### src/design/mwc_pkg.sv
// Shared types and constants for the multiply-with-carry random generator.
// No dependencies; every other file of the block depends on this package.
`default_nettype none
package mwc_pkg;

  localparam int DATA_W      = 32;
  localparam int HALF_W      = 16;
  localparam int QUEUE_DEPTH = 2;
  localparam int QPTR_W      = $clog2(QUEUE_DEPTH);
  localparam int QCNT_W      = $clog2(QUEUE_DEPTH + 1);
  localparam int DIV_STEPS   = DATA_W;
  localparam int DIV_CNT_W   = $clog2(DIV_STEPS);

  localparam logic [HALF_W-1:0] MUL_A      = 16'd36969;
  localparam logic [HALF_W-1:0] MUL_B      = 16'd18000;
  localparam logic [DATA_W-1:0] SEED_RESET = 32'hBEEF_DEAD;

  // One queued job: the advanced generator halves plus the range request.
  typedef struct packed {
    logic [HALF_W-1:0] lag_a_low;
    logic [DATA_W-1:0] lag_b;
    logic [DATA_W-1:0] range_low;
    logic [DATA_W-1:0] span;
  } job_t;

  typedef struct packed {
    logic full;
    logic empty;
  } queue_status_t;

  typedef enum logic [1:0] {
    BK_IDLE,
    BK_DIVIDE,
    BK_FINISH
  } back_state_t;

endpackage
`default_nettype wire

### src/design/mwc_if.sv
// Handshake channels of the generator: seed write, request and result.
// Depends on mwc_pkg for the word width.
`default_nettype none
interface mwc_seed_if;
  logic                      valid;
  logic                      ready;
  logic [mwc_pkg::DATA_W-1:0] data;
  modport source (output valid, output data, input ready);
  modport sink   (input valid, input data, output ready);
endinterface

interface mwc_req_if;
  logic                      valid;
  logic                      ready;
  logic [mwc_pkg::DATA_W-1:0] range_low;
  logic [mwc_pkg::DATA_W-1:0] range_high;
  modport source (output valid, output range_low, output range_high, input ready);
  modport sink   (input valid, input range_low, input range_high, output ready);
endinterface

interface mwc_res_if;
  logic                      valid;
  logic                      ready;
  logic [mwc_pkg::DATA_W-1:0] raw_value;
  logic [mwc_pkg::DATA_W-1:0] ranged_value;
  logic                      span_error;
  modport source (output valid, output raw_value, output ranged_value,
                  output span_error, input ready);
  modport sink   (input valid, input raw_value, input ranged_value,
                  input span_error, output ready);
endinterface
`default_nettype wire

### src/design/mwc_random_generator.sv
// Top level of the multiply-with-carry random generator.
// Depends on mwc_pkg, mwc_if, mwc_front, mwc_queue and mwc_back.
//
// Channels: seed (write word, always ready) reloads the two generator halves,
// low 16 bits to the first, high 16 bits to the second. req carries
// range_low/range_high; each accepted request advances both halves once and
// yields one word on res: raw_value, ranged_value and span_error.
// The front end takes a request whenever the queue is not full and queues
// it (two entries). The back end reduces the raw word modulo the span with a
// radix-2 divider, one quotient bit per cycle: each word takes a load, 32
// divide steps and an output step; a zero span skips the divide steps. That
// divider sets the sustained throughput. An accepted request passes the queue,
// the load, the divide steps and the output register before res.valid rises.
// Reset (rst, synchronous) loads the reset seed 0xBEEFDEAD and empties the
// queue and result register. When the receiver stalls, the result word
// holds, the divider finishes its next job and waits, and requests keep being
// taken until the queue is full.
`default_nettype none
module mwc_random_generator (
  input  wire logic clk,
  input  wire logic rst,
  mwc_seed_if.sink  seed,
  mwc_req_if.sink   req,
  mwc_res_if.source res
);
  import mwc_pkg::*;

  logic          push;
  logic          pop;
  job_t          push_data;
  job_t          pop_data;
  queue_status_t qstat;

  mwc_front u_front (
    .clk       (clk),
    .rst       (rst),
    .seed      (seed),
    .req       (req),
    .qstat     (qstat),
    .push      (push),
    .push_data (push_data)
  );

  mwc_queue u_queue (
    .clk       (clk),
    .rst       (rst),
    .push      (push),
    .push_data (push_data),
    .pop       (pop),
    .pop_data  (pop_data),
    .status    (qstat)
  );

  mwc_back u_back (
    .clk   (clk),
    .rst   (rst),
    .job   (pop_data),
    .qstat (qstat),
    .pop   (pop),
    .res   (res)
  );

endmodule
`default_nettype wire

### src/design/mwc_front.sv
// Front end: holds the two generator halves, takes seed writes and requests,
// advances the halves per request and queues a job. Depends on mwc_pkg, mwc_if.
`default_nettype none
module mwc_front (
  input  wire logic           clk,
  input  wire logic           rst,
  mwc_seed_if.sink            seed,
  mwc_req_if.sink             req,
  input  mwc_pkg::queue_status_t qstat,
  output logic                push,
  output mwc_pkg::job_t       push_data
);
  import mwc_pkg::*;

  logic [DATA_W-1:0] gen_a;
  logic [DATA_W-1:0] gen_b;
  logic [DATA_W-1:0] gen_a_next;
  logic [DATA_W-1:0] gen_b_next;

  assign seed.ready = 1'b1;
  assign req.ready  = !qstat.full;
  assign push       = req.valid && req.ready;

  // Product fits in 32 bits: 36969 * 0xFFFF + 0xFFFF stays below 2^32.
  assign gen_a_next = {{(DATA_W-HALF_W){1'b0}}, MUL_A} *
                      {{(DATA_W-HALF_W){1'b0}}, gen_a[HALF_W-1:0]} +
                      {{(DATA_W-HALF_W){1'b0}}, gen_a[DATA_W-1:HALF_W]};
  assign gen_b_next = {{(DATA_W-HALF_W){1'b0}}, MUL_B} *
                      {{(DATA_W-HALF_W){1'b0}}, gen_b[HALF_W-1:0]} +
                      {{(DATA_W-HALF_W){1'b0}}, gen_b[DATA_W-1:HALF_W]};

  always_comb begin
    push_data.lag_a_low = gen_a_next[HALF_W-1:0];
    push_data.lag_b     = gen_b_next;
    push_data.range_low = req.range_low;
    push_data.span      = req.range_high - req.range_low;
  end

  always_ff @(posedge clk) begin
    if (rst) begin
      gen_a <= {{(DATA_W-HALF_W){1'b0}}, SEED_RESET[HALF_W-1:0]};
      gen_b <= {{(DATA_W-HALF_W){1'b0}}, SEED_RESET[DATA_W-1:HALF_W]};
    end else if (seed.valid && seed.ready) begin
      gen_a <= {{(DATA_W-HALF_W){1'b0}}, seed.data[HALF_W-1:0]};
      gen_b <= {{(DATA_W-HALF_W){1'b0}}, seed.data[DATA_W-1:HALF_W]};
    end else if (push) begin
      gen_a <= gen_a_next;
      gen_b <= gen_b_next;
    end
  end

endmodule
`default_nettype wire

### src/design/mwc_queue.sv
// Short job queue between the front end and the divider back end.
// Depends on mwc_pkg for the job type and depth.
`default_nettype none
module mwc_queue (
  input  wire logic              clk,
  input  wire logic              rst,
  input  wire logic              push,
  input  mwc_pkg::job_t          push_data,
  input  wire logic              pop,
  output mwc_pkg::job_t          pop_data,
  output mwc_pkg::queue_status_t status
);
  import mwc_pkg::*;

  job_t              entries [QUEUE_DEPTH];
  logic [QPTR_W-1:0] wr_ptr;
  logic [QPTR_W-1:0] rd_ptr;
  logic [QCNT_W-1:0] count;
  logic              do_push;
  logic              do_pop;

  assign status.full  = (count == QCNT_W'(QUEUE_DEPTH));
  assign status.empty = (count == '0);
  assign do_push      = push && !status.full;
  assign do_pop       = pop && !status.empty;
  assign pop_data     = entries[rd_ptr];

  always_ff @(posedge clk) begin
    if (do_push) begin
      entries[wr_ptr] <= push_data;
    end
  end

  always_ff @(posedge clk) begin
    if (rst) begin
      wr_ptr <= '0;
      rd_ptr <= '0;
      count  <= '0;
    end else begin
      if (do_push) begin
        wr_ptr <= (wr_ptr == QPTR_W'(QUEUE_DEPTH - 1)) ? '0 : wr_ptr + 1'b1;
      end
      if (do_pop) begin
        rd_ptr <= (rd_ptr == QPTR_W'(QUEUE_DEPTH - 1)) ? '0 : rd_ptr + 1'b1;
      end
      case ({do_push, do_pop})
        2'b10:   count <= count + 1'b1;
        2'b01:   count <= count - 1'b1;
        default: count <= count;
      endcase
    end
  end

endmodule
`default_nettype wire

### src/design/mwc_back.sv
// Back end: forms the raw word, reduces it modulo the span with a radix-2
// restoring divider, and holds the result word. Depends on mwc_pkg, mwc_if.
`default_nettype none
module mwc_back (
  input  wire logic              clk,
  input  wire logic              rst,
  input  mwc_pkg::job_t          job,
  input  mwc_pkg::queue_status_t qstat,
  output logic                   pop,
  mwc_res_if.source              res
);
  import mwc_pkg::*;

  back_state_t          state;
  back_state_t          state_next;
  logic                 load;
  logic                 step;
  logic                 out_load;
  logic                 out_valid;

  logic [DATA_W-1:0]    raw;
  logic [DATA_W-1:0]    dividend;
  logic [DATA_W-1:0]    rem;
  logic [DATA_W-1:0]    span;
  logic [DATA_W-1:0]    range_low;
  logic [DIV_CNT_W-1:0] cnt;

  logic [DATA_W-1:0]    raw_in;
  logic [DATA_W:0]      trial;
  logic                 fits;
  logic                 span_zero;

  assign raw_in    = {job.lag_a_low, {HALF_W{1'b0}}} + job.lag_b;
  assign trial     = {rem, dividend[DATA_W-1]};
  assign fits      = (trial >= {1'b0, span});
  assign span_zero = (span == '0);

  always_comb begin
    state_next = state;
    case (state)
      BK_IDLE: begin
        if (!qstat.empty) begin
          state_next = (job.span == '0) ? BK_FINISH : BK_DIVIDE;
        end
      end
      BK_DIVIDE: begin
        if (cnt == DIV_CNT_W'(DIV_STEPS - 1)) begin
          state_next = BK_FINISH;
        end
      end
      BK_FINISH: begin
        if (out_load) begin
          state_next = BK_IDLE;
        end
      end
      default: state_next = BK_IDLE;
    endcase
  end

  always_comb begin
    load     = 1'b0;
    step     = 1'b0;
    out_load = 1'b0;
    case (state)
      BK_IDLE:   load = !qstat.empty;
      BK_DIVIDE: step = 1'b1;
      BK_FINISH: out_load = !out_valid || res.ready;
      default:   load = 1'b0;
    endcase
  end

  assign pop       = load;
  assign res.valid = out_valid;

  always_ff @(posedge clk) begin
    if (rst) begin
      state     <= BK_IDLE;
      out_valid <= 1'b0;
    end else begin
      state <= state_next;
      if (out_load) begin
        out_valid <= 1'b1;
      end else if (res.ready) begin
        out_valid <= 1'b0;
      end
    end
  end

  always_ff @(posedge clk) begin
    if (load) begin
      raw       <= raw_in;
      dividend  <= raw_in;
      rem       <= '0;
      cnt       <= '0;
      span      <= job.span;
      range_low <= job.range_low;
    end else if (step) begin
      // Shift in one dividend bit, subtract the span where it fits.
      rem      <= fits ? DATA_W'(trial - {1'b0, span}) : trial[DATA_W-1:0];
      dividend <= {dividend[DATA_W-2:0], 1'b0};
      cnt      <= cnt + 1'b1;
    end
  end

  always_ff @(posedge clk) begin
    if (out_load) begin
      res.raw_value    <= raw;
      res.ranged_value <= span_zero ? range_low : range_low + rem;
      res.span_error   <= span_zero;
    end
  end

endmodule
`default_nettype wire
### src/flat_wrapper.sv
// flat-port wrapper written by rule: the top's interface ports become plain ports
module mwc_random_generator_flat import mwc_pkg::*;
  (clk, rst, seed_valid, seed_data, seed_ready, req_valid, req_range_low, req_range_high, req_ready, res_valid, res_raw_value, res_ranged_value, res_span_error, res_ready);
  mwc_seed_if seed_i ();
  mwc_req_if req_i ();
  mwc_res_if res_i ();
  input  wire logic clk;
  input  wire logic rst;
  input wire logic [$bits(seed_i.valid)-1:0] seed_valid;
  input wire logic [$bits(seed_i.data)-1:0] seed_data;
  output wire logic [$bits(seed_i.ready)-1:0] seed_ready;
  input wire logic [$bits(req_i.valid)-1:0] req_valid;
  input wire logic [$bits(req_i.range_low)-1:0] req_range_low;
  input wire logic [$bits(req_i.range_high)-1:0] req_range_high;
  output wire logic [$bits(req_i.ready)-1:0] req_ready;
  output wire logic [$bits(res_i.valid)-1:0] res_valid;
  output wire logic [$bits(res_i.raw_value)-1:0] res_raw_value;
  output wire logic [$bits(res_i.ranged_value)-1:0] res_ranged_value;
  output wire logic [$bits(res_i.span_error)-1:0] res_span_error;
  input wire logic [$bits(res_i.ready)-1:0] res_ready;
  assign seed_i.valid = seed_valid;
  assign seed_i.data = seed_data;
  assign seed_ready = seed_i.ready;
  assign req_i.valid = req_valid;
  assign req_i.range_low = req_range_low;
  assign req_i.range_high = req_range_high;
  assign req_ready = req_i.ready;
  assign res_valid = res_i.valid;
  assign res_raw_value = res_i.raw_value;
  assign res_ranged_value = res_i.ranged_value;
  assign res_span_error = res_i.span_error;
  assign res_i.ready = res_ready;
  mwc_random_generator u_core (.clk(clk), .rst(rst), .seed(seed_i), .req(req_i), .res(res_i));
endmodule
### config.mk
export PLATFORM = sky130hd
export DESIGN_NAME = mwc_random_generator_flat
export DESIGN_NICKNAME = d
export VERILOG_FILES = /design/src/design/mwc_pkg.sv /design/src/design/mwc_if.sv /design/src/design/mwc_random_generator.sv /design/src/design/mwc_front.sv /design/src/design/mwc_queue.sv /design/src/design/mwc_back.sv /design/src/flat_wrapper.sv
export SDC_FILE = /design/constraint.sdc
export NUM_CORES = 1
export LEC_CHECK = 0
export ABC_AREA = 1
export BUFFER_PORTS_ARGS = -buffer_cell sky130_fd_sc_hd__buf_4
export CAP_MARGIN = 20
export CORE_MARGIN = 3
export CORE_UTILIZATION = 35
export DETAILED_ROUTE_END_ITERATION = 10
export PLACE_DENSITY = 0.46
export SETUP_SLACK_MARGIN = 0.5
export SLEW_MARGIN = 15
export SYNTH_ARGS = -nofsm -noshare
export SYNTH_HDL_FRONTEND = slang
export SYNTH_HIERARCHICAL = 1
export SYNTH_SLANG_ARGS = --single-unit
### constraint.sdc
create_clock -name clk -period 15 [get_ports clk]
set_clock_uncertainty 0.1 [all_clocks]
set_input_delay 1.5 -clock clk [delete_from_list [all_inputs] [get_ports clk]]
set_output_delay 1.5 -clock clk [all_outputs]
set_load 0.02 [all_outputs]
# After elaboration in Yosys (flattened, before gate mapping)
# Memory sizes are Yosys's and may differ from the RTL's. A register that Yosys moved wholly into a read port is not among the register bits.
# Index checks and enable logic that the tools add are counted.
# word_totals
register_bits	301
mem_bits_rw	224
inputBits	101
output_inout_bits	68
word_cells	84
n_memories	1
# op_classes
addsub	11
n_mul	2
magnitude_cmp	1
eq_ne	9
muxes	25
reduce_logical	17
# memory_table
memory	words	word_bits	rd	rd_ports_with_merged_regs	wr	line_no	text
u_core.u_queue.entries	2	112	1	1	1	mwc_queue.sv:15	job_t entries [QUEUE_DEPTH];
# op_table
cell	count
2-to-1 mux 32 bit	4
adder 32 bit	2
zero test 32 bit	2
2-to-1 mux 16 bit	4
subtractor 32 bit	2
>= comparator 33 x 32 -> 1 bit	1
adder 31 x 16 -> 32 bit	1
adder 32 x 16 -> 32 bit	1
multiplier 16 x 16 -> 32 bit, first input constant	1
multiplier 11 x 16 -> 27 bit, first input constant	1
2-to-1 mux 1 bit	11
2-to-1 mux 2 bit	4
nonzero test 2 bit	4
== test 2 bit, second input constant	3
!= test 2 bit, second input constant	3
one-hot mux 2 bit (3 select lines)	1
adder 5 x 1 -> 5 bit, second input constant	1
== test 5 bit, second input constant	1
== test 2 x 1 -> 1 bit, second input constant	2
zero test 2 bit	2
one-hot mux 2 bit (2 select lines)	1
logical AND 1 bit	3
zero test 1 bit	3
AND reduction 3 bit	1
other kinds (5)	6

# Logic depth before layout (Yosys ltp)
# Gate-level depths: netlist of run 1.
# depth
word_depth	6
ltp_mapped	28

# By module
# The synthesis of run 1 kept the hierarchy.
# modules_own_cells
module	instances	cells_per_inst	area_per_inst_um2	seq_area_each_um2
mwc_back	1	1742	13989.7	6596.3
mwc_front	1	1788	13042.5	1281.2
mwc_queue	1	388	8345.5	6826.5

# Worst setup path after synthesis of run 1
# No wires, ideal clock.
# synth_timing
kind	input to register
start	input req_valid
end	memory u_core/u_queue/entries[0][0] (netlist name), enable pin
setup_time_ps	584
arrival_ps	6882
required_time_ps	14316
path_slack_ps	7434
stages	7
path_cell_list	nand2_1 > inv_2 > buf_2 > inv_1 > nor2_1 > inv_1 > nor2_1
# synth_via
elab_chain_len	4
# synth_rtl
element	line_no	text
start, declared	flat_wrapper.sv:12	input wire logic [$bits(req_i.valid)-1:0] req_valid;
logical AND 1 bit	mwc_front.sv:22	assign push = req.valid && req.ready;
via u_core.push	mwc_random_generator.sv:28	logic push;
logical AND 1 bit	mwc_queue.sv:24	assign do_push = push && !status.full;
2-to-1 mux 1 bit	mwc_queue.sv:29	if (do_push) begin
2-to-1 mux 1 bit (not written as such)	mwc_queue.sv:30	entries[wr_ptr] <= push_data;
end, declared	mwc_queue.sv:15	
# The timed path passes the listed nets, and every way through them passes these cells.

# Final worst setup path of run 1
# layout_timing
start	register u_core.u_front.gen_a[8]
end	register u_core.u_front.gen_a[27]
# layout_via
elab_chain_len	2
# layout_rtl
element	line_no	text
start, declared	mwc_front.sv:15	logic [DATA_W-1:0] gen_a;
start signal, assigned	mwc_front.sv:41	gen_a <= {{(DATA_W-HALF_W){1'b0}}, SEED_RESET[HALF_W-1:0]};
start signal, assigned	mwc_front.sv:44	gen_a <= {{(DATA_W-HALF_W){1'b0}}, seed.data[HALF_W-1:0]};
start signal, assigned	mwc_front.sv:47	gen_a <= gen_a_next;
multiplier 16 x 16 -> 32 bit	mwc_front.sv:25	assign gen_a_next = {{(DATA_W-HALF_W){1'b0}}, MUL_A} *
adder 32 x 16 -> 32 bit	mwc_front.sv:26	{{(DATA_W-HALF_W){1'b0}}, gen_a[HALF_W-1:0]} +
# Every way passes these cells.
# A chain may end at the register's enable or synchronous reset.

==> impl_results.md, run 1 <==
- Status: finished clean
- DRT antenna net count: 0
- Min-Delay Path Depth: 0
- HP Class: flip-flop to flip-flop
- Final Max Slew Viols: 0
- Critical Path Start Type: flip-flop
- Ys flop type: edfxtp_1
- Crit path cell chain: inv_1 > ha_1 > inv_1 > ha_1 > inv_1 > fa_1 > fa_1 > inv_1 > fa_1 > fa_1 > ha_1 > nand2_1 > nor2_1 > inv_1 > nor3_1 > nand3_1 > nand3_1 > a21o_1 > xor2_1 > o21ai_0 > inv_1
- Core Area: 99280 um^2
- Post_cts resized: 0
- Die H: 323.9 um
- # setup viols final: 0
- Worst slew margin: 0.2703
- Final Hold Vio Count: 0
- Die W: 323.9 um
- YS warnings: 6
- Final core utilization: 0.3998
- CTS buffer count: 60
- Final WL: 103000 um
- Worst-Margin Slew: 1.083 ns
- Worst-path clk slew: 0.06 ns
- Num ports: around 170
- Via/cell ratio: 4.826
- Crit-path max FO: 6
- CTS tree: built
- Setup CP Type: flip-flop to flip-flop
- Vias in the first global route: between 20000 and 30000
- Via count: roughly 26000
- Max clock buf depth: 3
- Initial antenna violation count: 6
- Iteration-0 DRC Markers: 1486
- GR Util All Layers: 0.1970
- Hold-fix buffers, CTS: 0
- Largest net degree at the start of global routing: 68
- Ys async rst share: 0
- Mapped Avg Cell Area: 9.030 um^2
- Gpl congestion: 0.9030
- Layout area overhead: 12.19%
- Clk sinks: 526
- Root Buffer: clkbuf_16
- Req. time, crit path: 15.47 ns
- Num rows: around 120
- Net Count, Synth: 4476
- Critical Path Sink Type: flip-flop
- Register-to-Register Path Depth: 21
- Cell count after synthesis: 3918
- Starting density of the core: 0.3563
- Layout cells sized above 1: 0.1163
- Most frequent CP cell: inv_1
- CTS H-tree depth: 2
- GRT overflow: 0
- Dpl hpwl: about 82000 um
- Min Tclk post-route: 5.418 ns
- Clock Latency Late Sink: 0.64 ns
- Commonest non-fill, non-tap cell in the layout: nand2_1
- Drt first pass iters: 5
- Post-synthesis cell type count: 51
- Die ar.: 104900 um^2
- Worst path max stage delay: 0.62 ns
- Top delay family on crit path: adder cells
- Slowest-stage cell, CP: dfxtp_1
- Post-route clock period utilization: 0.3612
- Highest clock rate: 0.1846 GHz
- Number of I/O port buffers: roughly 170
- Setup_tns: 0 ns
- Final nets: 4608
- Synthesized cell area: 35380 um^2
- Remaining DRCs: 0
- WP data arrival: between 5 and 6 ns
- EDFF count, synth: 417
- Sequential area share after synthesis: 0.4156
- Unrepaired setup endpoints after global routing: false
- #FFs+latches synth: 526
- Commonest non-fill, non-tap cells in the layout: nand2_1 (954), inv_1 (623), edfxtp_1 (417)
- Global-route wire length before repair: roughly 160000 um
- Buf+Inv Stages, Crit Path: 6
- Max Cap Violations: 0
- Post CTS Setup Buffer Count: 0
- WP depth: 21
- WL per Instance: 19.11 um
registers in the layout, summed over array words and instances (netlist names), 2 cells and up, named ones only:
name	flops
u_core/u_back/rem	32
u_core/u_back/res.ranged_value	32
u_core/u_back/dividend	32
u_core/u_queue/entries	224
u_core/u_back/range_low	32
u_core/u_back/cnt	5
u_core/u_front/gen_a	32
u_core/u_back/span	32
u_core/u_back/state	2
u_core/u_back/res.raw_value	32
u_core/u_front/gen_b	32
u_core/u_back/raw	32
u_core/u_queue/count	2
logic make-up (layout without fill, tap and decap cells):
logic type,count (synthesis),count (layout),synth area share
adder cells (fa/ha/maj),457,457,0.1811
multiplexers,112,112,0.03565
buffers and inverters,752,934,0.08916
AND/OR/NAND/NOR,1549,1549,0.1864
flip-flops,526,526,0.4156
other,1,2,0.0001060
XOR/XNOR,112,112,0.02794
AO/OA/AOI/OAI,409,409,0.06398
synthesized netlist by cell type, types with 55 or more instances:
library cell,number,area (um^2)
fa_1,92,1842
dfxtp_1,109,2182
a21oi_1,202,1011
nor2_1,228,855.8
mux2_2,112,1261
nand3_1,197,986.0
xor2_1,61,534.3
nand2_1,954,3581
buf_4,55,412.9
inv_1,625,2346
ha_1,365,4567
o21ai_0,104,520.5
edfxtp_1,417,12520
path summary, 6_finish.rpt:
check	start	to	slack, ns
max	u_core/u_front/gen_a[8]	u_core/u_front/gen_a[27]	9.58
max reg2reg	u_core/u_front/gen_a[8]	u_core/u_front/gen_a[27]	9.58
min reg2reg	u_core/u_back/raw[30]	u_core/u_back/res.raw_value[30]	0.32
min	u_core/u_back/raw[30]	u_core/u_back/res.raw_value[30]	0.32
layer usage:
metal / vias to the layer above / GRT usage / part of all wire
li1: 13140 / - / -
met1: 12250 / 0.2481 / 0.44
met2: 463 / 0.3543 / 0.50
met3: 147 / 0.02340 / 0.035
met4: 4 / 0.05636 / 0.028
met5: - / 0 / 0.00026
area by class of cell:
type | count | area [um^2]
Inverter | 636 | 2390
Clock inverter | 31 | 275.3
Tap cell | 1287 | 1610
Multi-Input combinational cell | 2640 | 17560
Sequential cell | 526 | 14710
Fill cell | 10030 | 59590
Timing Repair Buffer | 186 | 1396
Antenna cell | 1 | 2.502
Clock buffer | 81 | 1745
per-stage QoR:
| stage | setup slack, ns | std cells | cell area [um^2] | hold WS [ns] |
|---|---|---|---|---|
| 4_1_cts | 9.543 | 5387 | 39690 | 0.3174 |
| 2_1_floorplan | 7.434 | 3918 | 35380 | 0.3003 |
| 6_report | 9.582 | 5388 | 39690 | 0.3176 |
| 5_1_grt | 9.185 | 5387 | 39690 | 0.3259 |
| 3_3_place_gp | 9.548 | 5275 | 37670 | 0.3027 |
| 3_5_place_dp | 9.576 | 5275 | 37670 | 0.3052 |
worst register-to-register path, delay by kind of cell, from the launching register on:
kind	cells	cell delay (ns)
AO/OA/AOI/OAI	2	0.28
XOR/XNOR	1	0.27
adder cells (fa/ha/maj)	7	2.94
buffers and inverters	6	0.47
flip-flops	1	0.62
AND/OR/NAND/NOR	5	0.68
Power of run 1 is left out: the tool's default activity adds up to more than one toggle a clock period on the data nets, which glitch-free logic cannot reach.
==> inputs of run 2 (changes only) <==
ABC_AREA = 0   (was 1)
clock period = 5.44 ns   (was 15 ns; I/O delays follow)
==> impl_results.md, run 2 <==
- Final nets: 3866 (-16%)
- Unrepaired setup endpoints after global routing: true
- GRT overflow: 0 (unchanged)
- Compound-Gate Fraction of Synth Area: 0.1151 (+0.05114)
- Core Area: 93610 um^2 (-5.7%)
- Top reg by flops: u_core/u_queue/entries
- Crit path cell chain: buf_6 > ha_4 > ha_4 > inv_2 > fa_1 > inv_2 > fa_1 > inv_2 > fa_2 > inv_2 > ha_4 > a21oi_4 > nand2_1 > or3_4 > a31oi_4 > xnor2_2 > nand3_2 > or3_4 > nor3b_4 > xor2_2 > a22o_1
- CTS tree: built
- Commonest non-fill, non-tap cells in the layout: edfxtp_1 (417), buf_4 (303), nand2_1 (303)
- Worst-path clk slew: 0.07 ns (about the same)
- WP data arrival: 5.66 ns (-0.23 ns)
- Mapped Avg Cell Area: 10.98 um^2 (+22%)
- HP Start: seed_data[23]
- Clk sinks: 526 (unchanged)
- Highest clock rate: 0.1935 GHz (+4.8%)
- DRT antenna net count: 0 (unchanged)
- Worst path max stage delay: 0.56 ns (-0.06 ns)
- Worst-Margin Slew: 1.101 ns (+0.01837 ns)
- HP Class: input pin to flip-flop
- Post-synth top cells: edfxtp_1 (417), ha_1 (365), nand2_1 (309), inv_1 (282), nor2_1 (172)
- Vias in the first global route: 24010 (-8.6%)
- Layout Cells excl Fill: 4616 (-14%)
- Critical path startpoint: u_core/u_front/gen_b[5]
- Final WL: 91350 um (-11%)
- Ys flop type: edfxtp_1
- Commonest non-fill, non-tap cell in the layout: edfxtp_1
- Post-synthesis mux area share: 0.04862 (+0.01297)
- Req. time, crit path: 5.93 ns (-9.54 ns)
- Post-synthesis cell type count: 95 (+86%)
- Number of I/O port buffers: 167 (unchanged)
- Min Tclk post-route: 5.168 ns (-0.2502 ns)
- #FFs+latches synth: 526 (unchanged)
- Root Buffer: clkbuf_16
- Gpl congestion: 0.9169 (+1.5%)
- Global-route wire length before repair: 139700 um (-11%)
- # setup viols final: 0 (unchanged)
- Status: finished clean
- Top-area cell type share of the netlist area: 0.3781 (+0.02416)
- Max Cap Violations: 0 (unchanged)
- Critical Path Sink Type: flip-flop
- Net Count, Synth: 3574 (-20%)
- Largest net degree at the start of global routing: 113 (+66%)
- Remaining DRCs: 0 (unchanged)
- Sequential area share after synthesis: 0.4440 (+0.02838)
- Yosys top cell by area: edfxtp_1
- Layout cells sized above 1: 0.2467 (+0.1303)
- Synthesized cell area: 33120 um^2 (-6.4%)
- CTS H-tree depth: 2 (unchanged)
- Most frequent CP cell: inv_2
- Synth Area in XOR/XNOR: 0.04039 (+0.01245)
- Layout area overhead: 23.04%
- Most frequent cell after synthesis: edfxtp_1
- Pre-CTS WS: 0.02523 ns (-9.551 ns)
- Drt first pass iters: 6 (+1)
- Critical Path Start Type: flip-flop
- Post-route clock period utilization: 0.9500 (+0.5888)
- Initial antenna violation count: 2 (-4)
- Dpl hpwl: 69100 um (-16%)
- Max clock buf depth: 3 (unchanged)
- Placed insts: 4385 (-17%)
- Iteration-0 DRC Markers: 1217 (-18%)
- Ys async rst share: 0 (unchanged)
- Final Max Slew Viols: 0 (unchanged)
- RR Startpoint: u_core/u_front/gen_b[5]
- Die ar.: 98350 um^2 (-6.3%)
- Setup_tns: 0 ns (unchanged)
- EDFF count, synth: 417 (unchanged)
- Area contributors post-synth: edfxtp_1 (38%), ha_1 (14%), dfxtp_1 (6.6%), fa_1 (5.6%), mux2_2 (4.0%)
- Slowest-stage cell, CP: fa_2
- Fin worst setup slack: 0.2721 ns (-9.310 ns)
- Num rows: 112 (-2.6%)
- Fillers: 8891 (-11%)
- CTS buffer count: 61 (+1.7%)
- Setup CP Type: flip-flop to flip-flop
- Via count: 23180 (-11%)
- Synth Area in Simple Gates: 0.1035 (-0.08290)
- Clock Latency Late Sink: 0.66 ns (+0.02 ns)
- Via/cell ratio: 5.021 (+4.0%)
- YS warnings: 6 (unchanged)
- Die H: 313.6 um (-3.2%)
- Crit-path max FO: 3 (-3)
- Num ports: 169 (unchanged)
- Largest family of logic cells by synthesized area: adder cells
- Starting density of the core: 0.3538 (-0.002558)
- Cell count after synthesis: 3016 (-23%)
- Max reg flops: 224 (unchanged)
- Worst slew margin: 0.2630 (-0.007329)
- WL per Instance: 19.79 um (+3.6%)
- Synth Area in Adders: 0.1935 (+0.01237)
- Final Hold Vio Count: 0 (unchanged)
- GR Util All Layers: 0.1833 (-0.01369)
- Die W: 313.6 um (-3.2%)
==> run 2: layout make-up <==
class	count	area (um^2)	share of cell area
clock buffer	70	1612	0.03955
sequential	526	14800	0.3631
multi-input combinational	2078	18260	0.4480
timing repair buffer	357	2854	0.07004
tap	1254	1569	0.03851
antenna	1	2.502	0.00006141
clock inverter	46	583.1	0.01431
inverter	284	1074	0.02635
==> run 2: cell families after synthesis <==
group                    after synthesis
buffers and inverters                412
XOR/XNOR                             151
flip-flops                           526
AND/OR/NAND/NOR                      747
multiplexers                         146
AO/OA/AOI/OAI                        576
adder cells (fa/ha/maj)              457
other                                  1
==> run 2: worst paths after layout <==
| path | endpoint | slack, ns | depth (start not counted) |
|---|---|---|---|
| setup / recovery | u_core/u_front/gen_b[27] | 0.27 | 21 |
| setup reg to reg | u_core/u_front/gen_b[27] | 0.27 | 21 |
| hold reg to reg | u_core/u_back/res.raw_value[23] | 0.30 | 0 |
| hold / removal | u_core/u_front/gen_b[7] | 0.04 | 3 |
==> run 2: what timing repair did <==
action,in CTS,in global routing
endpoints found under the hold margin,69,0
pin swaps,114,102
hold buffers,37,0
buffers inserted,59,18
endpoints found under the setup margin,62,67
resized for setup,136,119
==> run 2: metal layers <==
layer  vias up  GRT usage  share of wire
met4         0    0.05751          0.031
met5         -          0              0
met2       396     0.3324           0.51
met1     11280     0.2275           0.43
li1      11350          -              -
met3       154    0.02030          0.029
==> run 2: through the flow <==
stage / instance area (um^2) / hold WS [ns] / utilization
after global placement: 36170 / 0.3027 / 0.3864
after detailed placement: 36170 / 0.3052 / 0.3864
after global routing: 40740 / 0.03362 / 0.4353
after CTS: 39980 / 0.00008793 / 0.4271
final: 40750 / 0.04188 / 0.4353
after floorplan: 33470 / 0.3003 / -
==> run 2: worst max-delay path, delay by kind of cell, from the launching register on <==
kind,cells,cell delay [ns]
fa+ha+maj,6,2.15
flops,1,0.37
simple gates,5,1.30
buf+inv,5,0.27
compound gates,3,0.51
xor+xnor,2,0.39
Power of run 2 is left out for the same reason.
